<file path="src/hdl/lsbse_pkg.sv">
// Shared types, constants and the end-tag table for the LSB embed/extract unit.
// No dependencies; used by every file under hdl.
package lsbse_pkg;

	localparam int TAG_LENGTH_DEF  = 7;
	localparam int COUNT_WIDTH_DEF = 32;
	localparam int CAP_W           = 32;
	localparam int SLOT_W          = 4;

	localparam logic [2:0] ST_EMBEDDED = 3'd0;
	localparam logic [2:0] ST_PASSED   = 3'd1;
	localparam logic [2:0] ST_NOSPACE  = 3'd2;
	localparam logic [2:0] ST_BYTE     = 3'd3;
	localparam logic [2:0] ST_LAST     = 3'd4;
	localparam logic [2:0] ST_EMPTY    = 3'd5;
	localparam logic [2:0] ST_NOTAG    = 3'd6;

	localparam logic REG_MODE     = 1'b0;
	localparam logic REG_CAPACITY = 1'b1;

	localparam logic MODE_EMBED   = 1'b0;
	localparam logic MODE_EXTRACT = 1'b1;

	typedef struct packed {
		logic [7:0] pix0;
		logic [7:0] pix1;
		logic [7:0] pix2;
		logic [7:0] pix3;
		logic [7:0] pix4;
		logic [7:0] pix5;
		logic [7:0] pix6;
		logic [7:0] pix7;
		logic [7:0] secret_byte;
		logic       secret_last;
	} item_t;

	typedef struct packed {
		logic [7:0] out0;
		logic [7:0] out1;
		logic [7:0] out2;
		logic [7:0] out3;
		logic [7:0] out4;
		logic [7:0] out5;
		logic [7:0] out6;
		logic [7:0] out7;
		logic [7:0] recovered_byte;
		logic [2:0] status;
	} result_t;

	// history row control
	typedef struct packed {
		logic clear;
		logic shift;
	} chain_ctl_t;

	// "||EOF||", zero beyond the seventh slot
	function automatic logic [7:0] tag_byte(input logic [SLOT_W-1:0] idx);
		logic [7:0] b;
		case (idx)
			4'd0:    b = 8'h7C;
			4'd1:    b = 8'h7C;
			4'd2:    b = 8'h45;
			4'd3:    b = 8'h4F;
			4'd4:    b = 8'h46;
			4'd5:    b = 8'h7C;
			4'd6:    b = 8'h7C;
			default: b = 8'h00;
		endcase
		return b;
	endfunction

endpackage

</file>
<file path="src/hdl/lsb_stego_embed_extract_unit.sv">
// Top level of the LSB steganography embed/extract unit with end tag.
// Depends on lsbse_pkg, lsbse_chain (and through it lsbse_cell).
//
//  channel  | signals                              | payload
//  ---------+--------------------------------------+-------------------------
//  item     | item_valid / item_ready              | item   (lsbse_pkg::item_t)
//  result   | result_valid / result_ready          | result (lsbse_pkg::result_t)
//  config   | cfg_we, cfg_index                    | cfg_wdata (32 bits)
//
// One item per cycle while item_ready is high; its result, if any, appears in the cycle after acceptance.
// The sustained rate is set by the single output register, which frees as it is taken.
// item_ready drops only while a result is held and result_ready is low.
// Reset (arst_n low) clears mode, capacity and all stream state; any register
// write also restarts the stream state.
module lsb_stego_embed_extract_unit #(
	parameter int TAG_LENGTH  = lsbse_pkg::TAG_LENGTH_DEF,
	parameter int COUNT_WIDTH = lsbse_pkg::COUNT_WIDTH_DEF
) (
	input  logic                          clk,
	input  logic                          arst_n,
	input  logic                          cfg_we,
	input  logic                          cfg_index,
	input  logic [lsbse_pkg::CAP_W-1:0]   cfg_wdata,
	input  logic                          item_valid,
	output logic                          item_ready,
	input  lsbse_pkg::item_t              item,
	output logic                          result_valid,
	input  logic                          result_ready,
	output lsbse_pkg::result_t            result
);
	import lsbse_pkg::*;

	localparam int BS_W  = $clog2(TAG_LENGTH + 2);
	localparam int TP_W  = $clog2(TAG_LENGTH + 1);
	localparam int CMP_W = (COUNT_WIDTH + 1 > CAP_W) ? COUNT_WIDTH + 1 : CAP_W;

	logic                   mode_q;
	logic [CAP_W-1:0]       capacity_q;
	logic [COUNT_WIDTH-1:0] pixel_count_q;
	logic [BS_W-1:0]        bytes_seen_q;
	logic [TP_W-1:0]        tag_phase_q;
	logic                   finished_q;
	logic                   failed_q;
	logic                   result_valid_q;
	result_t                result_q;

	logic                   accept;
	logic                   room;
	logic [COUNT_WIDTH:0]   count_sum;
	logic [7:0]             embed_val;
	logic [7:0]             ext_byte;
	logic [7:0]             oldest;
	logic                   match_nxt;
	logic                   full;
	logic                   tag_hit;
	logic [BS_W-1:0]        bytes_seen_nxt;
	logic                   has_result;
	logic                   do_embed;
	logic                   do_extract;
	logic                   set_failed;
	result_t                res_d;
	chain_ctl_t             chain_ctl;

	assign accept     = item_valid && item_ready;
	assign item_ready = !result_valid_q || result_ready;

	assign count_sum = {1'b0, pixel_count_q} + (COUNT_WIDTH + 1)'(8);
	assign room      = CMP_W'(count_sum) <= CMP_W'(capacity_q);

	assign embed_val = (tag_phase_q == '0) ? item.secret_byte
		: tag_byte(SLOT_W'(tag_phase_q - TP_W'(1)));

	assign ext_byte = {item.pix7[0], item.pix6[0], item.pix5[0], item.pix4[0],
		item.pix3[0], item.pix2[0], item.pix1[0], item.pix0[0]};

	assign full           = bytes_seen_q >= BS_W'(TAG_LENGTH);
	assign bytes_seen_nxt = (bytes_seen_q == BS_W'(TAG_LENGTH + 1)) ? bytes_seen_q
		: bytes_seen_q + BS_W'(1);
	assign tag_hit        = match_nxt && (bytes_seen_nxt >= BS_W'(TAG_LENGTH));

	always_comb begin
		res_d      = '{out0: item.pix0, out1: item.pix1, out2: item.pix2, out3: item.pix3,
			out4: item.pix4, out5: item.pix5, out6: item.pix6, out7: item.pix7,
			recovered_byte: 8'h00, status: ST_PASSED};
		has_result = 1'b0;
		do_embed   = 1'b0;
		do_extract = 1'b0;
		set_failed = 1'b0;
		if (mode_q == MODE_EMBED) begin
			has_result = 1'b1;
			if (finished_q) begin
				res_d.status = ST_PASSED;
			end else if (failed_q || !room) begin
				res_d.status = ST_NOSPACE;
				set_failed   = 1'b1;
			end else begin
				do_embed     = 1'b1;
				res_d.status = ST_EMBEDDED;
				res_d.out0   = {item.pix0[7:1], embed_val[0]};
				res_d.out1   = {item.pix1[7:1], embed_val[1]};
				res_d.out2   = {item.pix2[7:1], embed_val[2]};
				res_d.out3   = {item.pix3[7:1], embed_val[3]};
				res_d.out4   = {item.pix4[7:1], embed_val[4]};
				res_d.out5   = {item.pix5[7:1], embed_val[5]};
				res_d.out6   = {item.pix6[7:1], embed_val[6]};
				res_d.out7   = {item.pix7[7:1], embed_val[7]};
			end
		end else if (!(finished_q || failed_q)) begin
			if (!room) begin
				has_result   = 1'b1;
				res_d.status = ST_NOTAG;
				set_failed   = 1'b1;
			end else begin
				do_extract = 1'b1;
				if (tag_hit) begin
					has_result = 1'b1;
					if (full) begin
						res_d.status         = ST_LAST;
						res_d.recovered_byte = oldest;
					end else begin
						res_d.status = ST_EMPTY;
					end
				end else if (full) begin
					has_result           = 1'b1;
					res_d.status         = ST_BYTE;
					res_d.recovered_byte = oldest;
				end
			end
		end
	end

	assign chain_ctl.clear = cfg_we;
	assign chain_ctl.shift = accept && do_extract;

	lsbse_chain #(
		.TAG_LENGTH(TAG_LENGTH)
	) u_chain (
		.clk      (clk),
		.arst_n   (arst_n),
		.ctl      (chain_ctl),
		.byte_in  (ext_byte),
		.oldest   (oldest),
		.match_nxt(match_nxt)
	);

	always_ff @(posedge clk or negedge arst_n) begin
		if (!arst_n) begin
			mode_q        <= MODE_EMBED;
			capacity_q    <= '0;
			pixel_count_q <= '0;
			bytes_seen_q  <= '0;
			tag_phase_q   <= '0;
			finished_q    <= 1'b0;
			failed_q      <= 1'b0;
		end else if (cfg_we) begin
			case (cfg_index)
				REG_MODE:     mode_q     <= cfg_wdata[0];
				REG_CAPACITY: capacity_q <= cfg_wdata;
				default:      mode_q     <= mode_q;
			endcase
			pixel_count_q <= '0;
			bytes_seen_q  <= '0;
			tag_phase_q   <= '0;
			finished_q    <= 1'b0;
			failed_q      <= 1'b0;
		end else if (accept) begin
			if (set_failed) begin
				failed_q <= 1'b1;
			end
			if (do_embed || do_extract) begin
				pixel_count_q <= pixel_count_q + COUNT_WIDTH'(8);
			end
			if (do_embed) begin
				if (tag_phase_q == '0) begin
					if (item.secret_last) begin
						tag_phase_q <= TP_W'(1);
					end
				end else if (tag_phase_q == TP_W'(TAG_LENGTH)) begin
					tag_phase_q <= '0;
					finished_q  <= 1'b1;
				end else begin
					tag_phase_q <= tag_phase_q + TP_W'(1);
				end
			end
			if (do_extract) begin
				bytes_seen_q <= bytes_seen_nxt;
				if (tag_hit) begin
					finished_q <= 1'b1;
				end
			end
		end
	end

	// output register: parts the result side from the item side
	always_ff @(posedge clk or negedge arst_n) begin
		if (!arst_n) begin
			result_valid_q <= 1'b0;
		end else if (accept) begin
			result_valid_q <= has_result;
		end else if (result_ready) begin
			result_valid_q <= 1'b0;
		end
	end

	always_ff @(posedge clk) begin
		if (accept && has_result) begin
			result_q <= res_d;
		end
	end

	assign result_valid = result_valid_q;
	assign result       = result_q;

endmodule

</file>
<file path="src/hdl/lsbse_cell.sv">
// One history cell: holds an extracted byte, loads its input byte on a shift
// and flags whether the byte it is loading equals its tag character. Uses lsbse_pkg.
module lsbse_cell #(
	parameter logic [7:0] TAG_CHAR = 8'h00
) (
	input  logic                  clk,
	input  logic                  arst_n,
	input  lsbse_pkg::chain_ctl_t ctl,
	input  logic [7:0]            d,
	output logic [7:0]            q,
	output logic                  hit
);
	import lsbse_pkg::*;

	logic [7:0] byte_q;

	always_ff @(posedge clk or negedge arst_n) begin
		if (!arst_n) begin
			byte_q <= '0;
		end else if (ctl.clear) begin
			byte_q <= '0;
		end else if (ctl.shift) begin
			byte_q <= d;
		end
	end

	assign q   = byte_q;
	assign hit = (d == TAG_CHAR);

endmodule

</file>
<file path="src/hdl/lsbse_chain.sv">
// Row of TAG_LENGTH history cells, oldest at cell 0, newest byte entering at the top.
// Depends on lsbse_pkg and lsbse_cell.
module lsbse_chain #(
	parameter int TAG_LENGTH = lsbse_pkg::TAG_LENGTH_DEF
) (
	input  logic                  clk,
	input  logic                  arst_n,
	input  lsbse_pkg::chain_ctl_t ctl,
	input  logic [7:0]            byte_in,
	output logic [7:0]            oldest,
	output logic                  match_nxt
);
	import lsbse_pkg::*;

	logic [7:0]            q   [TAG_LENGTH];
	logic [TAG_LENGTH-1:0] hit;

	for (genvar i = 0; i < TAG_LENGTH; i++) begin : g_cell
		logic [7:0] d;
		if (i == TAG_LENGTH - 1) begin : g_top
			assign d = byte_in;
		end else begin : g_mid
			assign d = q[i+1];
		end
		lsbse_cell #(
			.TAG_CHAR(tag_byte(SLOT_W'(i)))
		) u_cell (
			.clk   (clk),
			.arst_n(arst_n),
			.ctl   (ctl),
			.d     (d),
			.q     (q[i]),
			.hit   (hit[i])
		);
	end

	assign oldest    = q[0];
	// tag check on the row as it will stand after this shift
	assign match_nxt = &hit;

endmodule

</file>
<file path="config.mk">
export PLATFORM = sky130hd
export DESIGN_NAME = lsb_stego_embed_extract_unit
export DESIGN_NICKNAME = d
export VERILOG_FILES = /design/src/hdl/lsbse_pkg.sv /design/src/hdl/lsb_stego_embed_extract_unit.sv /design/src/hdl/lsbse_cell.sv /design/src/hdl/lsbse_chain.sv
export SDC_FILE = /design/constraint.sdc
export NUM_CORES = 1
export LEC_CHECK = 0
export BUFFER_PORTS_ARGS = -buffer_cell sky130_fd_sc_hd__buf_2
export CELL_PAD_IN_SITES_DETAIL_PLACEMENT = 1
export CELL_PAD_IN_SITES_GLOBAL_PLACEMENT = 1
export CORE_AREA = 5 5 135 201
export CTS_CLUSTER_SIZE = 16
export DETAILED_ROUTE_END_ITERATION = 6
export DIE_AREA = 0 0 140 206
export PLACE_DENSITY = 0.79
export SKIP_LAST_GASP = 1
export SLEW_MARGIN = 5
export SYNTH_ARGS = -nofsm -noshare
export SYNTH_HDL_FRONTEND = slang
export SYNTH_SLANG_ARGS = --single-unit
</file>
<file path="constraint.sdc">
create_clock -name clk -period 9.6 [get_ports clk]
set_input_delay 0.96 -clock clk [delete_from_list [all_inputs] [get_ports clk]]
set_output_delay 0.96 -clock clk [all_outputs]
set_load 0.1 [all_outputs]
</file>
==> impl_metrics.yaml, run 1 <==
final_layout:
  areaGrowthSynthToFinish_pct: 19.4
  drive_gt1_share_pct: 26.6
  antennaDiodeCount: 0
  fill_cells: 2754
  nNetsFinal: 1184
flow_run:
  drv_cap: 0
detailed_routing:
  num_vias: 7418
  ant_nets: 0
  wire_per_inst_um: 20.6
  drtPass1Iterations: 5
  totalWireLength_mm: 28.4
  detail_route.vias_per_cell: 5.39
  drc: 0
  drtIter0Drc: 375
cts:
  cts.htree.levels: 1
  path_clk_slew_ns: 0.06
  cts_tree: "yes"
  post_cts_buffers: 0
  cts_made_buffers: 22
  cts_hold_buf: 0
  root_buffer: "clkbuf_16"
  post_cts_resized: 0
  cts_sinks: 203
  clockBufferDepth: 3
  worstSkewPairLatency_ns: 0.53
critical_path:
  cp-end-kind: "flop"
  crit_family: "simple AND/OR/NAND/NOR gates"
  worstSetupPathType: "flop to flop"
  required_ns: 9.75
  cpPeakStageDelay_ns: 0.76
  arrival_ns: 6.07
  worstSetupStartpointType: "flop"
  path_max_fanout: 75
  cp_num_buf_inv: 1
  path_cells: "nand2_1 -> or4_4 -> nor3_4 -> nand4_4 -> or3_1 -> nor2_1 -> xnor2_1 -> ha_1 -> nand3_1 -> nor4_1 -> o211ai_1 -> a31oi_1 -> or2_1 -> nor3_1 -> a31oi_4 -> buf_4"
  cp_slowest_cell: "buf_4"
timing:
  drv_slew: 0
  setup_slack_ns: 3.68
  fmax_mhz: 169
  hold_viol: 0
  worstMarginPinSlew_ns: 1.12
  setup_viol: 0
  period_minus_slack_ns: 5.92
  period_share_pct: 61.7
  relSlewSlack_pct: 24.6
  holdWs_ns: 0.508
  fin_setup_tns_ns: 0
  fin_worst_skew_ns: 0.0260
  grt_setup_unrepaired: "no"
place:
  place_ws_ns: 3.71
  io_buffers: 187
  place_congestion: 0.794
  hpwl_mm: 20.7
synth:
  synth_area_leaders: "dfrtp_1, edfxtp_1, mux2i_1, ha_1, mux2_2"
  ys_seq_elements: 203
  synth_ff_type: "dfrtp_1"
  synth_cell_types: 65
  synth_area_leader_cell: "dfrtp_1"
  seq_area_frac_synth_pct: 55.2
  synthCells: 859
  synth.avg_cell_area_um2: 11.5
  yosys.area.top_type_share_pct: 32.4
  syn-cell-area_um2: 9890
  async_flop_share_pct: 63.1
  yosysWarnings: 0
  synth_edf_count: 75
  synth_nets: 1010
outcome:
  status: "finished, final reports clean"
floorplan:
  dieArea_um2: 28800
  die_h_um: 206
  start_util_pct: 39.5
  rows: 71
  ios: 188
  fp.dieW_um: 140
  core_area_um2: 25100
power_and_ir_drop:
  irDropWorstVdd_uv: 129
  power_density_nw_per_um2: 186
  leakagePower_nw: 5.43
global_route:
  overflow: 0
  grt_pass1_wl_mm: 44.5
  antenna_found_initial: 0
  grt_pass1_vias: 8241
  grt.total_usage_pct: 19.3
  grt_max_degree: 76
min_path:
  hp-class: "flop to flop"
==> per-stage QoR <==
step           util (%)  total power, mW  cell area, um^2  instances
6_report           47.1             2.20            11800       1376
5_1_grt            47.1             2.29            11800       1376
4_1_cts            47.1             2.23            11800       1376
3_5_place_dp       44.3             1.38            11100       1337
3_3_place_gp       44.3             1.37            11100       1337
2_1_floorplan         -             1.28             9890        859
==> sequential cells by signal, summed over array words and instances (netlist names) <==
signal,flops
bytes_seen_q,4
capacity_q,32
failed_q,1
finished_q,1
mode_q,1
pixel_count_q,29
result,75
result_valid,1
tag_phase_q,3
u_chain.g_cell.u_cell.q,56
==> power breakdown <==
part           internal [mW]  switching [mW]
logic                 0.0873           0.294
registers              0.957          0.0253
clock network          0.474           0.362
total                   1.52           0.681
==> cells in the final DEF (no fill, tap or decap), types with 34 or more instances in the layout <==
cell type and n:
mux2i_1 55, nor2_1 38, mux2_2 34, inv_1 48, ha_1 40, buf_2 186, edfxtp_1 75, nand2_1 94
dfrtp_1 128, a21oi_1 40
==> synthesized netlist by cell type (all sizes together) (11+ instances only) <==
cell type / n
nor4: 12
nor2: 38
nor2b: 11
o21ai: 27
clkbuf: 24
or4: 20
or3: 11
ha: 40
edfxtp: 75
mux2i: 55
nand4: 22
dfrtp: 128
nand3: 19
a21oi: 40
mux2: 46
o31ai: 15
inv: 49
nor3: 12
xnor2: 17
xor2: 11
and3: 11
buf: 21
nand2: 96
==> logic make-up after synthesis <==
family / Yosys count / share of synthesized area, %
AO/OA/AOI/OAI: 107 / 6.62
multiplexers: 101 / 10.8
buffers and inverters: 94 / 4.15
flip-flops: 203 / 55.2
AND/OR/NAND/NOR: 286 / 15.7
adder cells (fa/ha/maj): 40 / 5.06
XOR/XNOR: 28 / 2.48
==> layout make-up <==
class | instances | area, um^2 | area share (%)
Clock buffer | 26 | 596 | 5.05
Clock inverter | 13 | 119 | 1.01
Inverter | 49 | 184 | 1.56
Multi-Input combinational cell | 562 | 4040 | 34.2
Sequential cell | 203 | 5460 | 46.2
Tap cell | 328 | 410 | 3.48
Timing Repair Buffer | 195 | 998 | 8.46
==> layer usage <==
metal,up-vias,routed length [um],global-route usage (%)
met5,-,0,0
met4,0,682,5.75
met3,42,833,2.36
met2,136,16300,37.8
met1,3806,10500,21.6
li1,3434,-,-
==> path summary, 6_finish.rpt <==
| kind | startpoint | endpoint | slack [ns] | cells past startpoint |
|---|---|---|---|---|
| max | pixel_count_q[9]$_DFFE_PN0P_ | result[3]$_SDFFCE_PP0P_ | 3.68 | 16 |
| min | capacity_q[17]$_DFFE_PN0P_ | capacity_q[17]$_DFFE_PN0P_ | 0.51 | 1 |
| max reg2reg | pixel_count_q[9]$_DFFE_PN0P_ | result[3]$_SDFFCE_PP0P_ | 3.68 | 16 |
| min reg2reg | capacity_q[17]$_DFFE_PN0P_ | capacity_q[17]$_DFFE_PN0P_ | 0.51 | 1 |
| max in group asynchronous | arst_n | u_chain.g_cell[5].u_cell.q[5]$_DFFE_PN0P_ | 7.62 | 2 |
| min in group asynchronous | arst_n | capacity_q[7]$_DFFE_PN0P_ | 0.52 | 1 |
Note: power is estimated with default switching activity, not from simulation.
==> run 2, diff against run 1 <==
--- a/config.mk
+++ b/config.mk
@@ -12,7 +12,7 @@
 export CTS_CLUSTER_SIZE = 16
 export DETAILED_ROUTE_END_ITERATION = 6
 export DIE_AREA = 0 0 140 206
-export PLACE_DENSITY = 0.79
+export PLACE_DENSITY = 0.82
 export SKIP_LAST_GASP = 1
 export SLEW_MARGIN = 5
 export SYNTH_ARGS = -nofsm -noshare
==> constraint.sdc (replaced) <==
create_clock -name clk -period 5.42 [get_ports clk]
set_input_delay 0.542 -clock clk [delete_from_list [all_inputs] [get_ports clk]]
set_output_delay 0.542 -clock clk [all_outputs]
set_load 0.1 [all_outputs]
==> impl_metrics.yaml, run 2 (synthesis results as in run 1) <==
outcome:
  status: "finished, final reports clean"
timing:
  fmax_mhz: 200
  grt_setup_unrepaired: "no"
  period_minus_slack_ns: 5.01
  setup_viol: 0
  holdWs_ns: 0.181
  setup_slack_ns: 0.411
  fin_worst_skew_ns: 0.0266
  hold_viol: 0
  fin_setup_tns_ns: 0
  relSlewSlack_pct: 36.1
  period_share_pct: 92.4
  drv_slew: 0
  worstMarginPinSlew_ns: 0.958
global_route:
  overflow: 0
  grt_pass1_vias: 8141
  grt_pass1_wl_mm: 44.8
  antenna_found_initial: 0
  grt.total_usage_pct: 19.4
  grt_max_degree: 76
floorplan:
  die_h_um: 206
  fp.dieW_um: 140
  start_util_pct: 39.5
  rows: 71
  ios: 188
  dieArea_um2: 28800
  core_area_um2: 25100
cts:
  cts_tree: "yes"
  path_clk_slew_ns: 0.06
  cts.htree.levels: 1
  post_cts_buffers: 0
  cts_sinks: 203
  root_buffer: "clkbuf_16"
  worstSkewPairLatency_ns: 0.52
  clockBufferDepth: 3
  cts_made_buffers: 22
  post_cts_resized: 0
  cts_hold_buf: 0
detailed_routing:
  drtPass1Iterations: 6
  num_vias: 7451
  wire_per_inst_um: 20.7
  detail_route.vias_per_cell: 5.39
  drc: 0
  drtIter0Drc: 508
  totalWireLength_mm: 28.7
  ant_nets: 0
final_layout:
  antennaDiodeCount: 0
  drive_gt1_share_pct: 26.8
  fin_area_um2: 11900
  finalNonFillerCells: 1383
  multi_input_area_um2: 4050
  fill_cells: 2780
  areaGrowthSynthToFinish_pct: 20.0
  regArea_um2: 5460
  final_cell_mix: "buf_2, dfrtp_1, nand2_1, edfxtp_1, mux2i_1"
  largest_reg_flops: 75
  nNetsFinal: 1190
  final_util_pct: 47.4
  final_common_cell: "buf_2"
critical_path:
  reg2regPathDepth: 16
  required_ns: 5.84
  cpPeakStageDelay_ns: 0.69
  path_cells: "nand2_1 -> or4_4 -> nor3_4 -> nand4_4 -> or3_1 -> nor2_1 -> xnor2_1 -> ha_1 -> nand3_1 -> nor4_2 -> a2111oi_0 -> a21oi_1 -> or2_1 -> buf_4 -> or4b_2 -> a21oi_1"
  cp_slowest_cell: "or4b_2"
  worstSetupPathType: "flop to flop"
  arrival_ns: 5.43
  crit_family: "simple AND/OR/NAND/NOR gates"
  crit_top_cell: "a21oi_1"
  worstSetupStartpointType: "flop"
  path_max_fanout: 54
  cp-end-kind: "flop"
  path_depth: 16
  cp_num_buf_inv: 1
power_and_ir_drop:
  leakagePower_nw: 5.48
  irDropWorstVdd_uv: 280
  power_density_nw_per_um2: 326
  total_power_mw: 3.87
place:
  placed_area_um2: 11200
  hpwl_mm: 21.5
  io_buffers: 187
  placed_cells: 1343
  place_ws_ns: 0.254
  place_congestion: 0.855
flow_run:
  drv_cap: 0
min_path:
  hp-class: "input port to asynchronous set/reset pin"
[run 2: cell count changes in the layout (fill, tap and decap cells not counted), moves of 2 or more]
cell and change:
clkinvlp_4 -6, clkbuf_8 +3, buf_4 +4, clkinv_1 +4, buf_12 +2
[run 2: area by class of cell]
class	count	area share, %
Clock buffer	30	5.40
Tap cell	328	3.46
Multi-Input combinational cell	562	34.1
Timing Repair Buffer	201	9.01
Sequential cell	203	46.0
Clock inverter	10	0.496
Inverter	49	1.55
[run 2: routing by layer]
metal	wire length [um]	track usage [%]
met1	10800	22.6
met2	16100	36.8
met3	1020	2.99
met4	770	5.78
met5	0	0
[run 2: worst paths after layout]
| check | startpoint | end | slack, ns |
|---|---|---|---|
| max reg2reg | pixel_count_q[5]$_DFFE_PN0P_ | bytes_seen_q[2]$_DFFE_PN0P_ | 0.41 |
| max in group asynchronous | arst_n | u_chain.g_cell[3].u_cell.q[0]$_DFFE_PN0P_ | 3.91 |
| max | pixel_count_q[5]$_DFFE_PN0P_ | bytes_seen_q[2]$_DFFE_PN0P_ | 0.41 |
| min reg2reg | capacity_q[5]$_DFFE_PN0P_ | capacity_q[5]$_DFFE_PN0P_ | 0.50 |
| min in group clk | item[64] | result[66]$_DFFE_PP_ | 0.20 |
| min | arst_n | capacity_q[10]$_DFFE_PN0P_ | 0.18 |
[run 2: power by group]
part | leakage [nW] | switching (mW) | internal, mW
clock | 0.347 | 0.618 | 0.827
combinational | 2.72 | 0.524 | 0.161
sequential | 2.42 | 0.0470 | 1.69
[run 2: worst reg2reg max path: stages (launching register included)]
cell       delay, ns
dfrtp_1         0.44
nand2_1         0.10
or4_4           0.56
nor3_4          0.32
nand4_4         0.18
or3_1           0.44
nor2_1          0.17
xnor2_1         0.13
ha_1            0.26
nand3_1         0.17
nor4_2          0.08
a2111oi_0       0.36
a21oi_1         0.15
or2_1           0.38
buf_4           0.36
or4b_2          0.69
a21oi_1         0.14
==> run 3, diff against run 2 <==
--- a/config.mk
+++ b/config.mk
@@ -8,10 +8,11 @@
 export BUFFER_PORTS_ARGS = -buffer_cell sky130_fd_sc_hd__buf_2
 export CELL_PAD_IN_SITES_DETAIL_PLACEMENT = 1
 export CELL_PAD_IN_SITES_GLOBAL_PLACEMENT = 1
-export CORE_AREA = 5 5 135 201
+export CORE_AREA = 2 2 132 198
+export CTS_BUF_LIST = sky130_fd_sc_hd__clkbuf_4 sky130_fd_sc_hd__clkbuf_8
 export CTS_CLUSTER_SIZE = 16
 export DETAILED_ROUTE_END_ITERATION = 6
-export DIE_AREA = 0 0 140 206
+export DIE_AREA = 0 0 134 200
 export PLACE_DENSITY = 0.82
 export SKIP_LAST_GASP = 1
 export SLEW_MARGIN = 5
==> impl_metrics.yaml, run 3 (synthesis results as in run 1) <==
critical_path:
  arrival_ns: 5.25
  worstSetupPathType: "flop to flop"
  worstSetupStartpointType: "flop"
  required_ns: 5.71
  cp-end-kind: "flop"
  path_max_fanout: 10
timing:
  fmax_mhz: 202
  drv_slew: 0
  worstMarginPinSlew_ns: 1.34
  relSlewSlack_pct: 10.1
  hold_viol: 0
  period_minus_slack_ns: 4.96
  fin_worst_skew_ns: 0.0235
  grt_setup_unrepaired: "no"
  period_share_pct: 91.6
  fin_setup_tns_ns: 0
  setup_slack_ns: 0.457
  setup_viol: 0
min_path:
  hp-class: "input port to asynchronous set/reset pin"
global_route:
  grt_pass1_vias: 8150
  grt.total_usage_pct: 21.2
  grt_pass1_wl_mm: 43.9
  grt_max_degree: 76
  overflow: 0
  antenna_found_initial: 0
final_layout:
  finalNonFillerCells: 1404
  antennaDiodeCount: 0
  regArea_um2: 5460
  largest_reg_flops: 75
  fin_area_um2: 11900
  multi_input_area_um2: 4050
  drive_gt1_share_pct: 28.8
  fill_cells: 2759
  final_cell_mix: "buf_2, dfrtp_1, nand2_1, edfxtp_1, mux2i_1"
  nNetsFinal: 1202
  final_common_cell: "buf_2"
  areaGrowthSynthToFinish_pct: 20.4
floorplan:
  die_h_um: 200
  ios: 188
  start_util_pct: 39.6
  dieArea_um2: 26800
  rows: 71
  fp.dieW_um: 134
  core_area_um2: 25000
power_and_ir_drop:
  clkPwrFrac_pct: 38.1
  leakagePower_nw: 5.52
  total_power_mw: 3.92
  pwr-share-comb_pct: 17.5
  p_seq_share_pct: 44.4
  irDropWorstVdd_uv: 253
  sw_frac_of_total_pct: 31.7
  power_density_nw_per_um2: 329
  total_switching_power_mw: 1.24
  intPower_mw: 2.68
place:
  place_ws_ns: 0.333
  placed_area_um2: 11200
  io_buffers: 187
  place_congestion: 0.865
  hpwl_mm: 20.8
  placed_cells: 1342
cts:
  root_buffer: "clkbuf_8"
  clockBufferDepth: 3
  cts.htree.levels: 2
  cts_made_buffers: 35
  cts_hold_buf: 0
  cts_tree: "yes"
  worstSkewPairLatency_ns: 0.56
  path_clk_slew_ns: 0.06
  cts_sinks: 203
detailed_routing:
  drc: 0
  drtIter0Drc: 413
  drtPass1Iterations: 4
  ant_nets: 0
  num_vias: 7470
  totalWireLength_mm: 28.5
  wire_per_inst_um: 20.3
  detail_route.vias_per_cell: 5.32
outcome:
  status: "finished, final reports clean"
flow_run:
  drv_cap: 0
[run 3: final timing paths]
check                                             start                                        end  slack, ns  cells after the start
setup / recovery           pixel_count_q[3]$_DFFE_PN0P_                       result[59]$_DFFE_PP_       0.46                     14
hold / removal                                   arst_n                  capacity_q[6]$_DFFE_PN0P_       0.04                      1
max in group asynchronous                        arst_n  u_chain.g_cell[4].u_cell.q[5]$_DFFE_PN0P_       4.34                      2
min in group clk                               item[55]                       result[57]$_DFFE_PP_       0.16                      1
setup reg to reg           pixel_count_q[3]$_DFFE_PN0P_                       result[59]$_DFFE_PP_       0.46                     14
hold reg to reg               capacity_q[9]$_DFFE_PN0P_                  capacity_q[9]$_DFFE_PN0P_       0.50                      1
[run 3: what timing repair did]
item	in CTS	in global routing
setup endpoints to repair	0	78
endpoints found under the hold margin	0	0
setup buffers	0	0
gates resized for setup	0	2
[run 3: stage by stage]
stage	hold WS, ns	util, %
floorplan	0.246	-
global placement	0.490	44.7
detailed placement	0.494	44.7
CTS	0.0512	47.6
global route	0.0768	47.7
finish	0.0438	47.7
[run 3: power by group through the flow]
stage	Combinational (mW)	Sequential, mW	Clock [mW]
detailed placement	0.688	1.77	0
global route	0.726	1.75	1.59
floorplan	0.217	2.05	0
global placement	0.671	1.76	0
CTS	0.691	1.74	1.54
finish	0.685	1.74	1.50
[run 3: routing by layer]
layer | routed length (um) | share of wire (%) | up-vias | global-route usage (%)
met5 | 0 | 0 | - | 0
met4 | 1120 | 3.9 | 0 | 9.34
met3 | 1030 | 3.6 | 70 | 3.69
met2 | 15800 | 55 | 152 | 39.2
met1 | 10600 | 37 | 3761 | 23.8
li1 | - | - | 3487 | -
[run 3: area by class of cell]
| class | count | area share [%] |
|---|---|---|
| Inverter | 49 | 1.55 |
| Multi-Input combinational cell | 562 | 34.1 |
| Sequential cell | 203 | 45.8 |
| Clock buffer | 47 | 5.02 |
| Tap cell | 328 | 3.45 |
| Timing Repair Buffer | 200 | 8.92 |
| Clock inverter | 15 | 1.18 |
[run 3: critical path, stage by stage, from the launching register on]
cell       delay (ns)
dfrtp_1          0.43
ha_1             0.24
nand3_1          0.20
or3_1            0.56
or3_1            0.47
nor3_1           0.29
xor2_1           0.19
ha_1             0.26
nand3_1          0.17
nor4_2           0.08
a2111oi_0        0.36
a21oi_1          0.16
or2_1            0.28
or4_4            0.64
mux2_1           0.38
